**config.mk**
```make
export PLATFORM = sky130hd
export DESIGN_NAME = render_cache_policy_core
export DESIGN_NICKNAME = d
export VERILOG_FILES = /design/src/design/rcp_pkg.sv /design/src/design/rcp_zoom_cmp.sv /design/src/design/render_cache_policy_core.sv
export SDC_FILE = /design/constraint.sdc
export NUM_CORES = 2
export LEC_CHECK = 0
export ABC_CLOCK_PERIOD_IN_PS = 7500
export BUFFER_PORTS_ARGS = -buffer_cell sky130_fd_sc_hd__buf_2
export CELL_PAD_IN_SITES_DETAIL_PLACEMENT = 0
export CELL_PAD_IN_SITES_GLOBAL_PLACEMENT = 2
export CORE_MARGIN = 5
export CORE_UTILIZATION = 40
export DETAILED_ROUTE_END_ITERATION = 8
export PLACE_DENSITY = 0.86
export SYNTH_ARGS = -nofsm -noshare
export SYNTH_HDL_FRONTEND = slang
export SYNTH_SLANG_ARGS = --single-unit
```
**constraint.sdc**
```tcl
create_clock -name clock -period 7.5 [get_ports clock]
set_clock_uncertainty 0.1 [all_clocks]
set_input_delay 1.5 -clock clock [delete_from_list [all_inputs] [get_ports clock]]
set_output_delay 1.5 -clock clock [all_outputs]
set_load 0.05 [all_outputs]
```
**src/design/rcp_pkg.sv**
```systemverilog
package rcp_pkg;

   // Field widths
   localparam int PAGE_W  = 16;
   localparam int ZOOM_W  = 16;
   localparam int BYTES_W = 32;
   localparam int ACT_W   = 2;
   localparam int SLOT_W  = 4;
   localparam int EVCNT_W = 5;
   localparam int MAXE_W  = 5;
   localparam int THR_W   = 15;
   localparam int CSR_IDX_W  = 2;
   localparam int CSR_DATA_W = 32;

   // Default sizing
   localparam int DEF_ENTRIES        = 16;
   localparam int DEF_ZOOM_FRAC_BITS = 8;

   // Percent times two: the refresh test compares against a half-sum of zooms
   localparam int SCALE_W = 8;
   localparam logic [SCALE_W-1:0] REFRESH_SCALE = 8'd200;
   localparam int DIFF_PROD_W = ZOOM_W + SCALE_W;
   localparam int SUM_PROD_W  = 32;

   // Response actions
   localparam logic [ACT_W-1:0] ACT_HIT             = 2'd0;
   localparam logic [ACT_W-1:0] ACT_RENDER_CACHE    = 2'd1;
   localparam logic [ACT_W-1:0] ACT_RENDER_UNCACHED = 2'd2;
   localparam logic [ACT_W-1:0] ACT_PAGE_MISSING    = 2'd3;

   // Register indexes
   localparam logic [CSR_IDX_W-1:0] REG_MAX_ENTRIES       = 2'd0;
   localparam logic [CSR_IDX_W-1:0] REG_MAX_BYTES         = 2'd1;
   localparam logic [CSR_IDX_W-1:0] REG_REFRESH_THRESHOLD = 2'd2;
   localparam logic [CSR_IDX_W-1:0] REG_MIN_RENDER_ZOOM   = 2'd3;

   // Register reset values
   localparam logic [MAXE_W-1:0]  RST_MAX_ENTRIES       = 5'd16;
   localparam logic [BYTES_W-1:0] RST_MAX_BYTES         = 32'hFFFF_FFFF;
   localparam logic [THR_W-1:0]   RST_REFRESH_THRESHOLD = 15'd0;
   localparam logic [ZOOM_W-1:0]  RST_MIN_RENDER_ZOOM   = 16'd256;

   typedef struct packed {
      logic [PAGE_W-1:0]  page_id;
      logic [ZOOM_W-1:0]  zoom;
      logic [BYTES_W-1:0] render_bytes;
      logic               page_exists;
   } req_type;

   typedef struct packed {
      logic [ACT_W-1:0]   action;
      logic [SLOT_W-1:0]  slot;
      logic [ZOOM_W-1:0]  render_zoom;
      logic [EVCNT_W-1:0] evicted_count;
      logic [BYTES_W-1:0] bytes_in_use;
   } rsp_type;

   typedef struct packed {
      logic [PAGE_W-1:0]  page;
      logic [ZOOM_W-1:0]  zoom;
      logic [BYTES_W-1:0] size;
   } entry_type;

endpackage

```
**src/design/rcp_zoom_cmp.sv**
```systemverilog
module rcp_zoom_cmp #(
   parameter int ZOOM_FRAC_BITS = rcp_pkg::DEF_ZOOM_FRAC_BITS
) (
   input  logic                        clock,
   input  logic                        reset,
   input  logic                        start,
   input  logic [rcp_pkg::ZOOM_W-1:0]  want_zoom,
   input  logic [rcp_pkg::ZOOM_W-1:0]  old_zoom,
   input  logic [rcp_pkg::THR_W-1:0]   threshold,
   output logic                        done,
   output logic                        refresh
);

   localparam int LHS_W = rcp_pkg::DIFF_PROD_W + ZOOM_FRAC_BITS;
   localparam int CMP_W = (LHS_W > rcp_pkg::SUM_PROD_W) ? LHS_W : rcp_pkg::SUM_PROD_W;

   logic                              vld1_ff, vld1_in;
   logic                              gt_ff, gt_in;
   logic [rcp_pkg::DIFF_PROD_W-1:0]   lhs_ff, lhs_in;
   logic [rcp_pkg::SUM_PROD_W-1:0]    rhs_ff, rhs_in;
   logic                              done_ff, done_in;
   logic                              refresh_ff, refresh_in;
   logic [rcp_pkg::ZOOM_W-1:0]        diff;
   logic [rcp_pkg::ZOOM_W:0]          zsum;
   logic [LHS_W-1:0]                  lhs_scaled;

   // Stage one: zoom rise times scale, threshold times zoom sum
   always_comb begin
      diff    = want_zoom - old_zoom;
      zsum    = {1'b0, want_zoom} + {1'b0, old_zoom};
      vld1_in = start;
      gt_in   = want_zoom > old_zoom;
      lhs_in  = rcp_pkg::DIFF_PROD_W'(diff) * rcp_pkg::DIFF_PROD_W'(rcp_pkg::REFRESH_SCALE);
      rhs_in  = rcp_pkg::SUM_PROD_W'(threshold) * rcp_pkg::SUM_PROD_W'(zsum);
   end

   // Stage two: apply fraction scale and compare
   always_comb begin
      lhs_scaled = {lhs_ff, {ZOOM_FRAC_BITS{1'b0}}};
      done_in    = vld1_ff;
      refresh_in = gt_ff && (CMP_W'(lhs_scaled) > CMP_W'(rhs_ff));
   end

   always_ff @(posedge clock) begin
      if (reset) begin
         vld1_ff <= 1'b0;
         done_ff <= 1'b0;
      end else begin
         vld1_ff <= vld1_in;
         done_ff <= done_in;
      end
   end

   always_ff @(posedge clock) begin
      gt_ff      <= gt_in;
      lhs_ff     <= lhs_in;
      rhs_ff     <= rhs_in;
      refresh_ff <= refresh_in;
   end

   assign done    = done_ff;
   assign refresh = refresh_ff;

endmodule

```
**src/design/render_cache_policy_core.sv**
```systemverilog
// Channel   Direction  Handshake              Payload
// req_      in         req_valid / req_ready  rcp_pkg::req_type (page, zoom, bytes, exists)
// rsp_      out        rsp_valid / rsp_ready  rcp_pkg::rsp_type (action, slot, zoom, ...)
// csr_      in         csr_we                 csr_index, csr_wdata
//
// One request at a time. Every request sweeps the entry memory through its single
// read port, then a hit goes through the zoom compare before it is answered.
// A render that is cached runs one eviction after another, then shifts the age list;
// on a refresh it first walks the age list to locate the old copy.
// Reset is synchronous; the valid bits clear at once, so no clearing pass is run.
// A finished response waits in the output register; the next request is taken meanwhile.
module render_cache_policy_core #(
   parameter int ENTRIES        = rcp_pkg::DEF_ENTRIES,
   parameter int ZOOM_FRAC_BITS = rcp_pkg::DEF_ZOOM_FRAC_BITS
) (
   input  logic                           clock,
   input  logic                           reset,
   input  logic                           req_valid,
   output logic                           req_ready,
   input  rcp_pkg::req_type               req_data,
   output logic                           rsp_valid,
   input  logic                           rsp_ready,
   output rcp_pkg::rsp_type               rsp_data,
   input  logic                           csr_we,
   input  logic [rcp_pkg::CSR_IDX_W-1:0]  csr_index,
   input  logic [rcp_pkg::CSR_DATA_W-1:0] csr_wdata
);

   localparam int IDX_W = (ENTRIES > 1) ? $clog2(ENTRIES) : 1;
   localparam int CNT_W = $clog2(ENTRIES + 1);
   localparam int CMP_W = (CNT_W > rcp_pkg::MAXE_W) ? CNT_W : rcp_pkg::MAXE_W;

   typedef enum logic [11:0] {
      ST_IDLE     = 12'b0000_0000_0001,
      ST_LOOKUP   = 12'b0000_0000_0010,
      ST_DECIDE   = 12'b0000_0000_0100,
      ST_REFRESH  = 12'b0000_0000_1000,
      ST_FIND     = 12'b0000_0001_0000,
      ST_DROP     = 12'b0000_0010_0000,
      ST_EV_CHECK = 12'b0000_0100_0000,
      ST_EV_SLOT  = 12'b0000_1000_0000,
      ST_EV_SIZE  = 12'b0001_0000_0000,
      ST_SHIFT    = 12'b0010_0000_0000,
      ST_INSERT   = 12'b0100_0000_0000,
      ST_RESULT   = 12'b1000_0000_0000
   } state_type;

   // Control and working registers
   state_type                      state_ff, state_in;
   rcp_pkg::req_type               req_ff, req_in;
   logic [rcp_pkg::ZOOM_W-1:0]     want_ff, want_in;
   logic [CNT_W-1:0]               sweep_ff, sweep_in;
   logic                           rd_vld_ff, rd_vld_in;
   logic [IDX_W-1:0]               rd_idx_ff, rd_idx_in;
   logic                           hit_ff, hit_in;
   logic [IDX_W-1:0]               hit_slot_ff, hit_slot_in;
   logic [rcp_pkg::ZOOM_W-1:0]     hit_zoom_ff, hit_zoom_in;
   logic [rcp_pkg::BYTES_W-1:0]    hit_size_ff, hit_size_in;
   logic [IDX_W-1:0]               hit_pos_ff, hit_pos_in;
   logic                           free_ok_ff, free_ok_in;
   logic [IDX_W-1:0]               free_slot_ff, free_slot_in;
   logic [CNT_W-1:0]               n_ff, n_in;
   logic [CNT_W-1:0]               count_ff, count_in;
   logic [rcp_pkg::BYTES_W-1:0]    total_ff, total_in;
   logic [CNT_W-1:0]               evict_ff, evict_in;
   logic [IDX_W-1:0]               ev_slot_ff, ev_slot_in;
   logic [rcp_pkg::ACT_W-1:0]      action_ff, action_in;
   logic [IDX_W-1:0]               res_slot_ff, res_slot_in;
   logic [ENTRIES-1:0]             valid_ff, valid_in;
   rcp_pkg::rsp_type               rsp_ff, rsp_in;
   logic                           rsp_valid_ff, rsp_valid_in;

   // Configuration registers
   logic [rcp_pkg::MAXE_W-1:0]     max_entries_ff;
   logic [rcp_pkg::BYTES_W-1:0]    max_bytes_ff;
   logic [rcp_pkg::THR_W-1:0]      threshold_ff;
   logic [rcp_pkg::ZOOM_W-1:0]     min_zoom_ff;

   // Memories: entry data by slot, slot list by age (newest first)
   rcp_pkg::entry_type             entry_mem [ENTRIES];
   logic [IDX_W-1:0]               order_mem [ENTRIES];
   rcp_pkg::entry_type             entry_rd_ff;
   logic [IDX_W-1:0]               order_rd_ff;
   logic [IDX_W-1:0]               entry_raddr, entry_waddr;
   logic                           entry_we;
   rcp_pkg::entry_type             entry_wdata;
   logic [IDX_W-1:0]               order_raddr, order_waddr, order_wdata;
   logic                           order_we;

   // Helpers
   logic                           zcmp_start, zcmp_done, zcmp_refresh;
   logic                           req_fire;
   logic                           page_match;
   logic                           over_budget, at_limit, hit_before;
   logic [CNT_W-1:0]               ev_pos, shift_top, sweep_dec;
   logic [rcp_pkg::BYTES_W:0]      budget_sum;

   rcp_zoom_cmp #(
      .ZOOM_FRAC_BITS(ZOOM_FRAC_BITS)
   ) u_zoom_cmp (
      .clock     (clock),
      .reset     (reset),
      .start     (zcmp_start),
      .want_zoom (want_ff),
      .old_zoom  (hit_zoom_ff),
      .threshold (threshold_ff),
      .done      (zcmp_done),
      .refresh   (zcmp_refresh)
   );

   assign req_ready = (state_ff == ST_IDLE);
   assign req_fire  = req_valid && req_ready;
   assign rsp_valid = rsp_valid_ff;
   assign rsp_data  = rsp_ff;

   // Budget and position terms
   always_comb begin
      page_match  = rd_vld_ff && valid_ff[rd_idx_ff] && (entry_rd_ff.page == req_ff.page_id);
      budget_sum  = {1'b0, total_ff} + {1'b0, req_ff.render_bytes};
      over_budget = budget_sum > {1'b0, max_bytes_ff};
      at_limit    = (CMP_W'(n_ff) >= CMP_W'(max_entries_ff)) || (n_ff == CNT_W'(ENTRIES));
      hit_before  = hit_ff && (CNT_W'(hit_pos_ff) < n_ff);
      ev_pos      = hit_before ? n_ff : n_ff - CNT_W'(1);
      shift_top   = hit_before ? CNT_W'(hit_pos_ff) : n_ff;
      sweep_dec   = sweep_ff - CNT_W'(1);
   end

   // Request sequencer
   always_comb begin
      state_in     = state_ff;
      req_in       = req_ff;
      want_in      = want_ff;
      sweep_in     = sweep_ff;
      rd_vld_in    = 1'b0;
      rd_idx_in    = rd_idx_ff;
      hit_in       = hit_ff;
      hit_slot_in  = hit_slot_ff;
      hit_zoom_in  = hit_zoom_ff;
      hit_size_in  = hit_size_ff;
      hit_pos_in   = hit_pos_ff;
      free_ok_in   = free_ok_ff;
      free_slot_in = free_slot_ff;
      n_in         = n_ff;
      count_in     = count_ff;
      total_in     = total_ff;
      evict_in     = evict_ff;
      ev_slot_in   = ev_slot_ff;
      action_in    = action_ff;
      res_slot_in  = res_slot_ff;
      valid_in     = valid_ff;
      rsp_in       = rsp_ff;
      rsp_valid_in = rsp_valid_ff && !rsp_ready;
      entry_raddr  = '0;
      entry_we     = 1'b0;
      entry_waddr  = free_slot_ff;
      entry_wdata  = '{page: req_ff.page_id, zoom: want_ff, size: req_ff.render_bytes};
      order_raddr  = '0;
      order_we     = 1'b0;
      order_waddr  = rd_idx_ff;
      order_wdata  = order_rd_ff;
      zcmp_start   = 1'b0;

      unique case (state_ff)
         ST_IDLE: begin
            // Latch the request and start the table sweep
            if (req_fire) begin
               req_in     = req_data;
               want_in    = (req_data.zoom > min_zoom_ff) ? req_data.zoom : min_zoom_ff;
               sweep_in   = '0;
               hit_in     = 1'b0;
               free_ok_in = 1'b0;
               evict_in   = '0;
               state_in   = ST_LOOKUP;
            end
         end

         ST_LOOKUP: begin
            // Issue one slot read a cycle, check the returning entry
            if (sweep_ff != CNT_W'(ENTRIES)) begin
               entry_raddr = sweep_ff[IDX_W-1:0];
               rd_vld_in   = 1'b1;
               rd_idx_in   = sweep_ff[IDX_W-1:0];
               sweep_in    = sweep_ff + CNT_W'(1);
            end else if (!rd_vld_ff) begin
               state_in = ST_DECIDE;
            end
            if (page_match && !hit_ff) begin
               hit_in      = 1'b1;
               hit_slot_in = rd_idx_ff;
               hit_zoom_in = entry_rd_ff.zoom;
               hit_size_in = entry_rd_ff.size;
            end
            if (rd_vld_ff && !valid_ff[rd_idx_ff] && !free_ok_ff) begin
               free_ok_in   = 1'b1;
               free_slot_in = rd_idx_ff;
            end
         end

         ST_DECIDE: begin
            if (hit_ff) begin
               zcmp_start = 1'b1;
               state_in   = ST_REFRESH;
            end else if (!req_ff.page_exists) begin
               action_in   = rcp_pkg::ACT_PAGE_MISSING;
               res_slot_in = '0;
               state_in    = ST_RESULT;
            end else if (max_entries_ff == '0) begin
               action_in   = rcp_pkg::ACT_RENDER_UNCACHED;
               res_slot_in = '0;
               state_in    = ST_RESULT;
            end else begin
               n_in     = count_ff;
               state_in = ST_EV_CHECK;
            end
         end

         ST_REFRESH: begin
            // Wait for the zoom compare
            if (zcmp_done) begin
               if (!zcmp_refresh) begin
                  action_in   = rcp_pkg::ACT_HIT;
                  res_slot_in = hit_slot_ff;
                  state_in    = ST_RESULT;
               end else if (max_entries_ff == '0) begin
                  action_in   = rcp_pkg::ACT_RENDER_UNCACHED;
                  res_slot_in = '0;
                  state_in    = ST_RESULT;
               end else begin
                  sweep_in = '0;
                  state_in = ST_FIND;
               end
            end
         end

         ST_FIND: begin
            // Walk the age list for the old copy's position
            if (sweep_ff != count_ff) begin
               order_raddr = sweep_ff[IDX_W-1:0];
               rd_vld_in   = 1'b1;
               rd_idx_in   = sweep_ff[IDX_W-1:0];
               sweep_in    = sweep_ff + CNT_W'(1);
            end else if (!rd_vld_ff) begin
               state_in = ST_DROP;
            end
            if (rd_vld_ff && (order_rd_ff == hit_slot_ff)) begin
               hit_pos_in = rd_idx_ff;
            end
         end

         ST_DROP: begin
            // Remove the old copy; it does not count as an eviction
            valid_in[hit_slot_ff] = 1'b0;
            total_in = total_ff - hit_size_ff;
            n_in     = count_ff - CNT_W'(1);
            if (!free_ok_ff || (hit_slot_ff < free_slot_ff)) begin
               free_ok_in   = 1'b1;
               free_slot_in = hit_slot_ff;
            end
            state_in = ST_EV_CHECK;
         end

         ST_EV_CHECK: begin
            // Evict the oldest while at the count limit or over the byte budget
            if ((n_ff != '0) && (at_limit || over_budget)) begin
               order_raddr = ev_pos[IDX_W-1:0];
               state_in    = ST_EV_SLOT;
            end else begin
               sweep_in = shift_top;
               state_in = ST_SHIFT;
            end
         end

         ST_EV_SLOT: begin
            entry_raddr = order_rd_ff;
            ev_slot_in  = order_rd_ff;
            state_in    = ST_EV_SIZE;
         end

         ST_EV_SIZE: begin
            valid_in[ev_slot_ff] = 1'b0;
            total_in = total_ff - entry_rd_ff.size;
            n_in     = n_ff - CNT_W'(1);
            evict_in = evict_ff + CNT_W'(1);
            if (!free_ok_ff || (ev_slot_ff < free_slot_ff)) begin
               free_ok_in   = 1'b1;
               free_slot_in = ev_slot_ff;
            end
            state_in = ST_EV_CHECK;
         end

         ST_SHIFT: begin
            // Move list positions down by one, from the top toward the front
            if (sweep_ff != '0) begin
               order_raddr = sweep_dec[IDX_W-1:0];
               rd_vld_in   = 1'b1;
               rd_idx_in   = sweep_ff[IDX_W-1:0];
               sweep_in    = sweep_dec;
            end else if (!rd_vld_ff) begin
               state_in = ST_INSERT;
            end
            if (rd_vld_ff) begin
               order_we = 1'b1;
            end
         end

         ST_INSERT: begin
            // Store the new render at the lowest free slot, front of the list
            entry_we    = 1'b1;
            order_we    = 1'b1;
            order_waddr = '0;
            order_wdata = free_slot_ff;
            valid_in[free_slot_ff] = 1'b1;
            count_in    = n_ff + CNT_W'(1);
            total_in    = total_ff + req_ff.render_bytes;
            action_in   = rcp_pkg::ACT_RENDER_CACHE;
            res_slot_in = free_slot_ff;
            state_in    = ST_RESULT;
         end

         ST_RESULT: begin
            // Load the output register once it is free
            if (!rsp_valid_ff || rsp_ready) begin
               rsp_in.action        = action_ff;
               rsp_in.slot          = rcp_pkg::SLOT_W'(res_slot_ff);
               rsp_in.render_zoom   = ((action_ff == rcp_pkg::ACT_RENDER_CACHE) ||
                                       (action_ff == rcp_pkg::ACT_RENDER_UNCACHED)) ?
                                      want_ff : '0;
               rsp_in.evicted_count = rcp_pkg::EVCNT_W'(evict_ff);
               rsp_in.bytes_in_use  = total_ff;
               rsp_valid_in         = 1'b1;
               state_in             = ST_IDLE;
            end
         end

         default: begin
            state_in = ST_IDLE;
         end
      endcase
   end

   // Control state
   always_ff @(posedge clock) begin
      if (reset) begin
         state_ff     <= ST_IDLE;
         rd_vld_ff    <= 1'b0;
         valid_ff     <= '0;
         count_ff     <= '0;
         total_ff     <= '0;
         rsp_valid_ff <= 1'b0;
      end else begin
         state_ff     <= state_in;
         rd_vld_ff    <= rd_vld_in;
         valid_ff     <= valid_in;
         count_ff     <= count_in;
         total_ff     <= total_in;
         rsp_valid_ff <= rsp_valid_in;
      end
   end

   // Working payload
   always_ff @(posedge clock) begin
      req_ff       <= req_in;
      want_ff      <= want_in;
      sweep_ff     <= sweep_in;
      rd_idx_ff    <= rd_idx_in;
      hit_ff       <= hit_in;
      hit_slot_ff  <= hit_slot_in;
      hit_zoom_ff  <= hit_zoom_in;
      hit_size_ff  <= hit_size_in;
      hit_pos_ff   <= hit_pos_in;
      free_ok_ff   <= free_ok_in;
      free_slot_ff <= free_slot_in;
      n_ff         <= n_in;
      evict_ff     <= evict_in;
      ev_slot_ff   <= ev_slot_in;
      action_ff    <= action_in;
      res_slot_ff  <= res_slot_in;
      rsp_ff       <= rsp_in;
   end

   // Configuration writes
   always_ff @(posedge clock) begin
      if (reset) begin
         max_entries_ff <= rcp_pkg::RST_MAX_ENTRIES;
         max_bytes_ff   <= rcp_pkg::RST_MAX_BYTES;
         threshold_ff   <= rcp_pkg::RST_REFRESH_THRESHOLD;
         min_zoom_ff    <= rcp_pkg::RST_MIN_RENDER_ZOOM;
      end else if (csr_we) begin
         unique case (csr_index)
            rcp_pkg::REG_MAX_ENTRIES:
               max_entries_ff <= csr_wdata[rcp_pkg::MAXE_W-1:0];
            rcp_pkg::REG_MAX_BYTES:
               max_bytes_ff <= csr_wdata[rcp_pkg::BYTES_W-1:0];
            rcp_pkg::REG_REFRESH_THRESHOLD:
               threshold_ff <= csr_wdata[rcp_pkg::THR_W-1:0];
            rcp_pkg::REG_MIN_RENDER_ZOOM:
               min_zoom_ff <= csr_wdata[rcp_pkg::ZOOM_W-1:0];
            default: begin
            end
         endcase
      end
   end

   // Entry memory
   always_ff @(posedge clock) begin
      if (entry_we) begin
         entry_mem[entry_waddr] <= entry_wdata;
      end
      entry_rd_ff <= entry_mem[entry_raddr];
   end

   // Age list memory
   always_ff @(posedge clock) begin
      if (order_we) begin
         order_mem[order_waddr] <= order_wdata;
      end
      order_rd_ff <= order_mem[order_raddr];
   end

`ifndef SYNTHESIS
   a_count_range: assert property (@(posedge clock) disable iff (reset)
      count_ff <= CNT_W'(ENTRIES))
      else $error("entry count exceeds table depth");

   a_count_matches_valid: assert property (@(posedge clock) disable iff (reset)
      (state_ff == ST_IDLE) |-> ($countones(valid_ff) == int'(count_ff)))
      else $error("entry count disagrees with valid bits");

   a_insert_slot_free: assert property (@(posedge clock) disable iff (reset)
      (state_ff == ST_INSERT) |-> (free_ok_ff && !valid_ff[free_slot_ff]))
      else $error("insert without a free slot");

   a_rsp_from_result: assert property (@(posedge clock) disable iff (reset)
      $rose(rsp_valid_ff) |-> $past(state_ff == ST_RESULT))
      else $error("response raised outside result state");
`endif

endmodule

```
* Yosys cells after proc, flatten, opt, wreduce, memory -nomap -nowiden *
Memory sizes are Yosys's and may differ from the RTL's. A register that Yosys moved wholly into a read port is not among the register bits.
Index checks and enable logic that the tools add are counted.

word-level totals
  bits in registers = 407
  memory bits (writable) = 1088
  memories = 2

memories
  name       depth  width  read ports  clocked after memory_dff  wr ports  line                            RTL
  entry_mem  16     64     1           1                         1         render_cache_policy_core.sv:80  rcp_pkg::entry_type entry_mem [ENTRIES];
  order_mem  16     4      1           1                         1         render_cache_policy_core.sv:81  logic [IDX_W-1:0] order_mem [ENTRIES];

operators by class
  $add $sub $neg = 12
  $mul = 2
  $lt $le $gt $ge = 15
  eq/ne operators = 44
  multiplexer cells = 92
  bitwise operators = 6
  reductions and logical operators = 57

operator list
  kind                   count
  $mux 12                14
  $pmux 12 s11           1
  $pmux 32 s3            1
  $mux 4                 18
  $sub 32x32->32         2
  $mux 5                 12
  $pmux 16 s3            1
  $pmux 4 s3             4
  $ne 2x2->1 const B     19
  $add 32x32->33         1
  $gt 33x32->1           1
  $add 32x32->32         1
  $and 16x16->16         2
  $gt 16x16->1           2
  $gt 32x32->1           1
  $mul 15x17->32         1
  $not 16->16            2
  $pmux 5 s6             1
  $mul 16x5->21 const B  1
  $mux 1                 21
  $lt 4x5->1 const B     4
  $reduce_and 2->1       9
  $reduce_and 9->1       2
  $add 16x16->17         1
  other kinds (55)       106

* Longest topological paths before layout *
  word-level depth = 7
  mapped depth = 36
  mapped depth without buffers = 36

* Modules after synthesis *
From an unflattened synthesis, not the netlist that was laid out.

unflattened totals
  cells, all modules = 6647
  area total of the unflattened synthesis = 78018.6 um^2

modules (own cells, without submodules)
  module                    times used  cells each  area an instance (um^2)  seq. area each (um^2)
  render_cache_policy_core  1           5016        64109.0                  43191.4
  rcp_zoom_cmp              1           1631        13909.6                  1141.1

* Least setup slack after synthesis *
OpenSTA, ideal clock, no wires.

  kind = flip-flop to flip-flop
  start = register want_ff[0] (netlist bit)
  end = register u_zoom_cmp.rhs_ff[24] (netlist bit)
  library setup time = 0.072 ns
  data arrival time = 8.198 ns
  required time = 7.328 ns
  slack = -0.870 ns
  stages on the path, launching flop included = 35
  path buffers = 0
  clock period less this slack = 8.370 ns
  path through = edfxtp_1 -> ha_1 -> inv_1 -> fa_1 -> o21bai_1 -> a21o_1 -> a21oi_1 -> o21bai_1 -> a21oi_1 -> o41ai_1 -> o41ai_1 -> o31ai_1 -> xnor2_1 -> and2_1 -> fa_1 -> inv_1 -> fa_1 -> inv_1 -> fa_1 -> fa_1 -> fa_1 -> inv_1 -> fa_1 -> inv_1 -> ha_1 -> a21o_1 -> a21o_1 -> a21oi_1 -> o21ai_0 -> nand2_1 -> o21ai_0 -> or4_1 -> a31o_2 -> a21oi_1 -> xnor2_1

on the way
  cells in the longest elaborated chain, start to end = 2

ends and longest elaborated chain
  element                          line                             RTL
  from (decl)                      render_cache_policy_core.sv:51   logic [rcp_pkg::ZOOM_W-1:0] want_ff, want_in;
  from (signal assigned)           render_cache_policy_core.sv:363  want_ff <= want_in;
  $add 16x16->17                   rcp_zoom_cmp.sv:30               zsum = {1'b0, want_zoom} + {1'b0, old_zoom};
  $mul 15x17->32                   rcp_zoom_cmp.sv:34               rhs_in = rcp_pkg::SUM_PROD_W'(threshold) * rcp_pkg::SUM_PROD_W'(zsum);
  net u_zoom_cmp.rhs_in (one bit)  rcp_zoom_cmp.sv:20               logic [rcp_pkg::SUM_PROD_W-1:0] rhs_ff, rhs_in;
  to (signal assigned)             rcp_zoom_cmp.sv:57               rhs_ff <= rhs_in;
  to (decl)                        rcp_zoom_cmp.sv:20

The timed path passes the listed nets, and every way through them passes these cells.
A chain may end at the register's enable or synchronous reset.

* Worst setup path after layout *
  start = register want_ff[0] (netlist bit)
  end = register u_zoom_cmp.rhs_ff[23] (netlist bit)

The elaborated chain is that of the path after synthesis.

==> results.txt <==
----------------------------------------------------
[Run status]
  Run status ... finished, violations left
  Violated checks ... negative setup slack

[Yosys]
  Net Count, Synth ... 6977
  Library cell with the largest summed area after synthesis ... sky130_fd_sc_hd__edfxtp_1
  Compound-cell area share of the yosys netlist ... 12.1%
  Combinational family with the most area after synthesis ... compound AO/OA/AOI/OAI gates
  EDFF count, synth ... 1303
  Share of synthesized area occupied by flip-flops and latches ... 57.9%
  Post-Synth Simple-Gate Area ... 12.0%
  Cell count after synthesis ... 6329
  Post-synthesis instance area ... 76600 µm²
  Mux contribution to synthesized area ... 0.881%
  Top cell types by occurrence after synthesis ... sky130_fd_sc_hd__edfxtp_1, sky130_fd_sc_hd__nand2_1, sky130_fd_sc_hd__and2_1
  Library cell with the highest instance count after synthesis ... sky130_fd_sc_hd__edfxtp_1
  Number of unique standard cell types used by synthesis ... 88
  Synth top area share ... 51.1%
  Synth area leaders ... sky130_fd_sc_hd__edfxtp_1, sky130_fd_sc_hd__dfxtp_1, sky130_fd_sc_hd__ha_1
  Adder-cell share of the synthesized area ... 10.9%
  Share of async-settable or async-resettable flops after synthesis ... 0%
  XOR/XNOR Fraction of Synth Area ... 2.44%
  Synth warn ... 0
  Average cell area after synthesis ... 12.1 µm²
  Flip-flop cell with the highest count after synthesis ... sky130_fd_sc_hd__edfxtp_1
  Count of state elements after synthesis ... 1563

[Timing]
  Final number of setup-violating endpoints ... 11
  Post-layout min period ... 7.93 ns
  Period Utilization, post-route ... 106%
  Unrepaired setup endpoints after global routing ... yes
  Pin slew with the least headroom to its limit ... 1.28 ns
  Sum of negative setup slack ... -3.18 ns
  Slew headroom ... 14.4%
  Final-layout worst hold slack ... 0.307 ns
  Max-slew violation total from the final report ... 0
  Final number of hold-violating endpoints ... 0
  Minimum setup slack in the final design ... -0.429 ns
  Peak clock frequency supported by timing ... 0.126 GHz

[Critical path]
  Nature of the critical path endpoint ... register
  Most Frequent Cell on Critical Path ... sky130_fd_sc_hd__fa_1
  Worst R2R Start ... want_ff[0]
  Slowest stage delay, CP ... 0.60 ns
  Path depth of the worst reg2reg path ... 34
  Startpoint class of the critical path ... register
  Internal reg-to-reg setup slack ... -0.43 ns
  Worst path required time ... 8.12 ns
  Critical path type ... reg2reg
  CP max stage cell ... sky130_fd_sc_hd__fa_1
  Maximum net fanout on the critical path ... 7
  Reg-to-reg critical path endpoint ... u_zoom_cmp.rhs_ff[23]
  WP data arrival ... 8.55 ns

[Route]
  Average vias per placed instance ... 5.47
  Antenna Violating Nets Remaining ... 0
  Remaining routing DRC violations ... 0
  Number of vias after detailed routing ... 50600
  WL final ... 209 mm
  Number of violations reported at the end of detailed-routing iteration 0 ... 3792
  Drt pass-1 iters ... 6
  Wire per inst ... 22.6 µm

[Floorplanning]
  # rows ... 160
  Die width ... 447 µm
  Height of the die ... 447 µm
  Starting density of the core ... 40.3%
  I/O pin total ... 165
  Total die area ... 200000 µm²
  Core outline area ... 190000 µm²

[Cells and area]
  Final #Nets ... 7241
  Multi-input gate area ... 29900 µm²
  Filler cells ... 17200
  Final Non-Filler Cells ... 9246
  P&R area growth vs syn ... 14.1%
  Total area of sequential cells ... 44300 µm²
  Utilization of the core after routing ... 45.9%
  Fraction of final layout cells with drive strength greater than 1 ... 12.4%

[Place]
  Routability congestion estimate from global placement ... 0.886
  IO Port Bufs ... 164
  Inst Count DP ... 8919
  HPWL reported at the end of detailed placement ... 135 mm

[GRT]
  Global-route wire length before repair ... 313 mm
  Antenna violations before repair ... 11
  All-layer global routing usage ... 20.6%
  GR Overflow Total ... 0
  Vias in the first global route ... 50400
  Pin count of the biggest net entering global routing ... 212

[Pwr]
  IR drop worst, VDD ... 0.000282 V
  P per Cell Area ... 292 nW/µm²
  PnR Total Power ... 25500 µW
  Static leakage power ... 0.0327 µW

[Clock network]
  Clock tree sinks ... 1563
  Number of clock buffers inserted by TritonCTS ... 164
  Clock Latency Late Sink ... 0.81 ns
  Clk Tree Root Cell ... sky130_fd_sc_hd__clkbuf_16
  Hold-fix buffers at CTS ... 0
  CTS tree ... yes
  Longest Clk Path Bufs ... 3
  H-tree levels ... 4
  Post-CTS clock slew at the launch and capture registers of the worst setup and hold paths ... 0.06 ns

[Worst hold path]
  Worst hold path class ... reg2reg
  Hold endpoint ... hit_zoom_ff[4]
  Startpoint of the lowest-slack hold path ... entry_rd_ff[36]
  Number of cells on the worst hold path ... 0

[Run]
  Number of maximum-capacitance violations ... 0

----------------------------------------------------
==> metrics by stage <==
stage | worst slack (ns) | area [µm²]
after global placement | -0.701 | 81500
final | -0.429 | 87300
after detailed placement | -0.774 | 81500
after floorplan | -0.527 | 76700
after global routing | -0.798 | 87300
after CTS | -0.379 | 87200
==> power breakdown <==
part	switching, µW	internal, µW	total [µW]
Clock	3440	4730	8180
Sequential	581	10300	10900
Combinational	3830	2610	6440
==> registers in the layout (all words and copies together), names as in the netlist, 12 cells and up <==
| name | flops |
|---|---|
| entry_mem | 1024 |
| rsp_data | 59 |
| total_ff | 32 |
| valid_ff | 16 |
| entry_wdata | 48 |
| entry_rd_ff | 64 |
| order_mem | 64 |
| want_ff | 16 |
| threshold_ff | 15 |
| min_zoom_ff | 16 |
| state_ff | 12 |
| u_zoom_cmp.rhs_ff | 32 |
| max_bytes_ff | 32 |
| hit_zoom_ff | 16 |
| u_zoom_cmp.lhs_ff | 21 |
| hit_size_ff | 32 |
==> per-layer routing <==
layer	track usage (%)	part of all wire (%)	vias up
met2	35.5	50	1328
met5	0	0.0058	-
li1	-	-	23600
met4	7.60	3.9	2
met3	2.54	4.6	346
met1	26.7	42	25400
==> worst max-delay path, delay by kind of cell, from the launching register on <==
kind / cells / cell delay [ns]
flops: 1 / 0.41
simple gates: 1 / 0.08
fa+ha+maj: 9 / 3.66
buf+inv: 9 / 0.98
xor+xnor: 2 / 0.69
compound gates: 13 / 1.94
==> kinds of logic (layout without fill, tap and decap cells) <==
| family | after synthesis | in the layout |
|---|---|---|
| compound gates | 1362 | 1362 |
| xor+xnor | 213 | 213 |
| fa+ha+maj | 544 | 544 |
| buf+inv | 702 | 1105 |
| flops | 1563 | 1563 |
| mux | 59 | 59 |
| other cells | 0 | 3 |
| simple gates | 1886 | 1886 |
==> repair_timing <==
item,in CTS,in global routing
resized for setup,39,15
pin swaps,45,14
endpoints found under the setup margin,17,23
gates cloned,0,0
setup buffers,13,8
==> area by class of cell <==
class                   instances  share of cell area, %
multi-input cells            4064                   34.3
inverters                     363                   1.56
flip-flops and latches       1563                   50.8
well taps                    2511                   3.60
diodes                          3                0.00860
clock buffers                 230                   5.21
repair buffers                437                   3.57
clock inverters                75                   1.03
==> worst max-delay path by stage <==
| stage | slack, ns | cells past startpoint | endpoint | startpoint |
|---|---|---|---|---|
| CTS | -0.38 | 35 | u_zoom_cmp.rhs_ff[24] | want_ff[0] |
| floorplan | -0.53 | 34 | u_zoom_cmp.rhs_ff[24] | want_ff[0] |
| finish | -0.43 | 34 | u_zoom_cmp.rhs_ff[23] | want_ff[0] |
| global placement | -0.70 | 36 | u_zoom_cmp.rhs_ff[31] | want_ff[0] |
| global route | -0.80 | 37 | u_zoom_cmp.rhs_ff[23] | want_ff[1] |
| detailed placement | -0.77 | 37 | u_zoom_cmp.rhs_ff[30] | want_ff[0] |
==> layout by cell type, fill, tap and decap left out, types with 58 or more instances in the layout <==
cell type                   count
sky130_fd_sc_hd__edfxtp_1    1303
sky130_fd_sc_hd__nand2_1      838
sky130_fd_sc_hd__and2_1       416
sky130_fd_sc_hd__a211oi_1     370
sky130_fd_sc_hd__inv_1        350
sky130_fd_sc_hd__ha_1         324
sky130_fd_sc_hd__a21oi_1      307
sky130_fd_sc_hd__dfxtp_1      260
sky130_fd_sc_hd__buf_4        252
sky130_fd_sc_hd__nor2_1       225
sky130_fd_sc_hd__fa_1         205
sky130_fd_sc_hd__clkbuf_16    164
sky130_fd_sc_hd__buf_2        163
sky130_fd_sc_hd__xnor2_1      140
sky130_fd_sc_hd__a31oi_1      138
sky130_fd_sc_hd__a311oi_1     128
sky130_fd_sc_hd__o21ai_0      107
sky130_fd_sc_hd__xor2_1        70
sky130_fd_sc_hd__a21o_1        58
(Power assumes the default switching activity.)
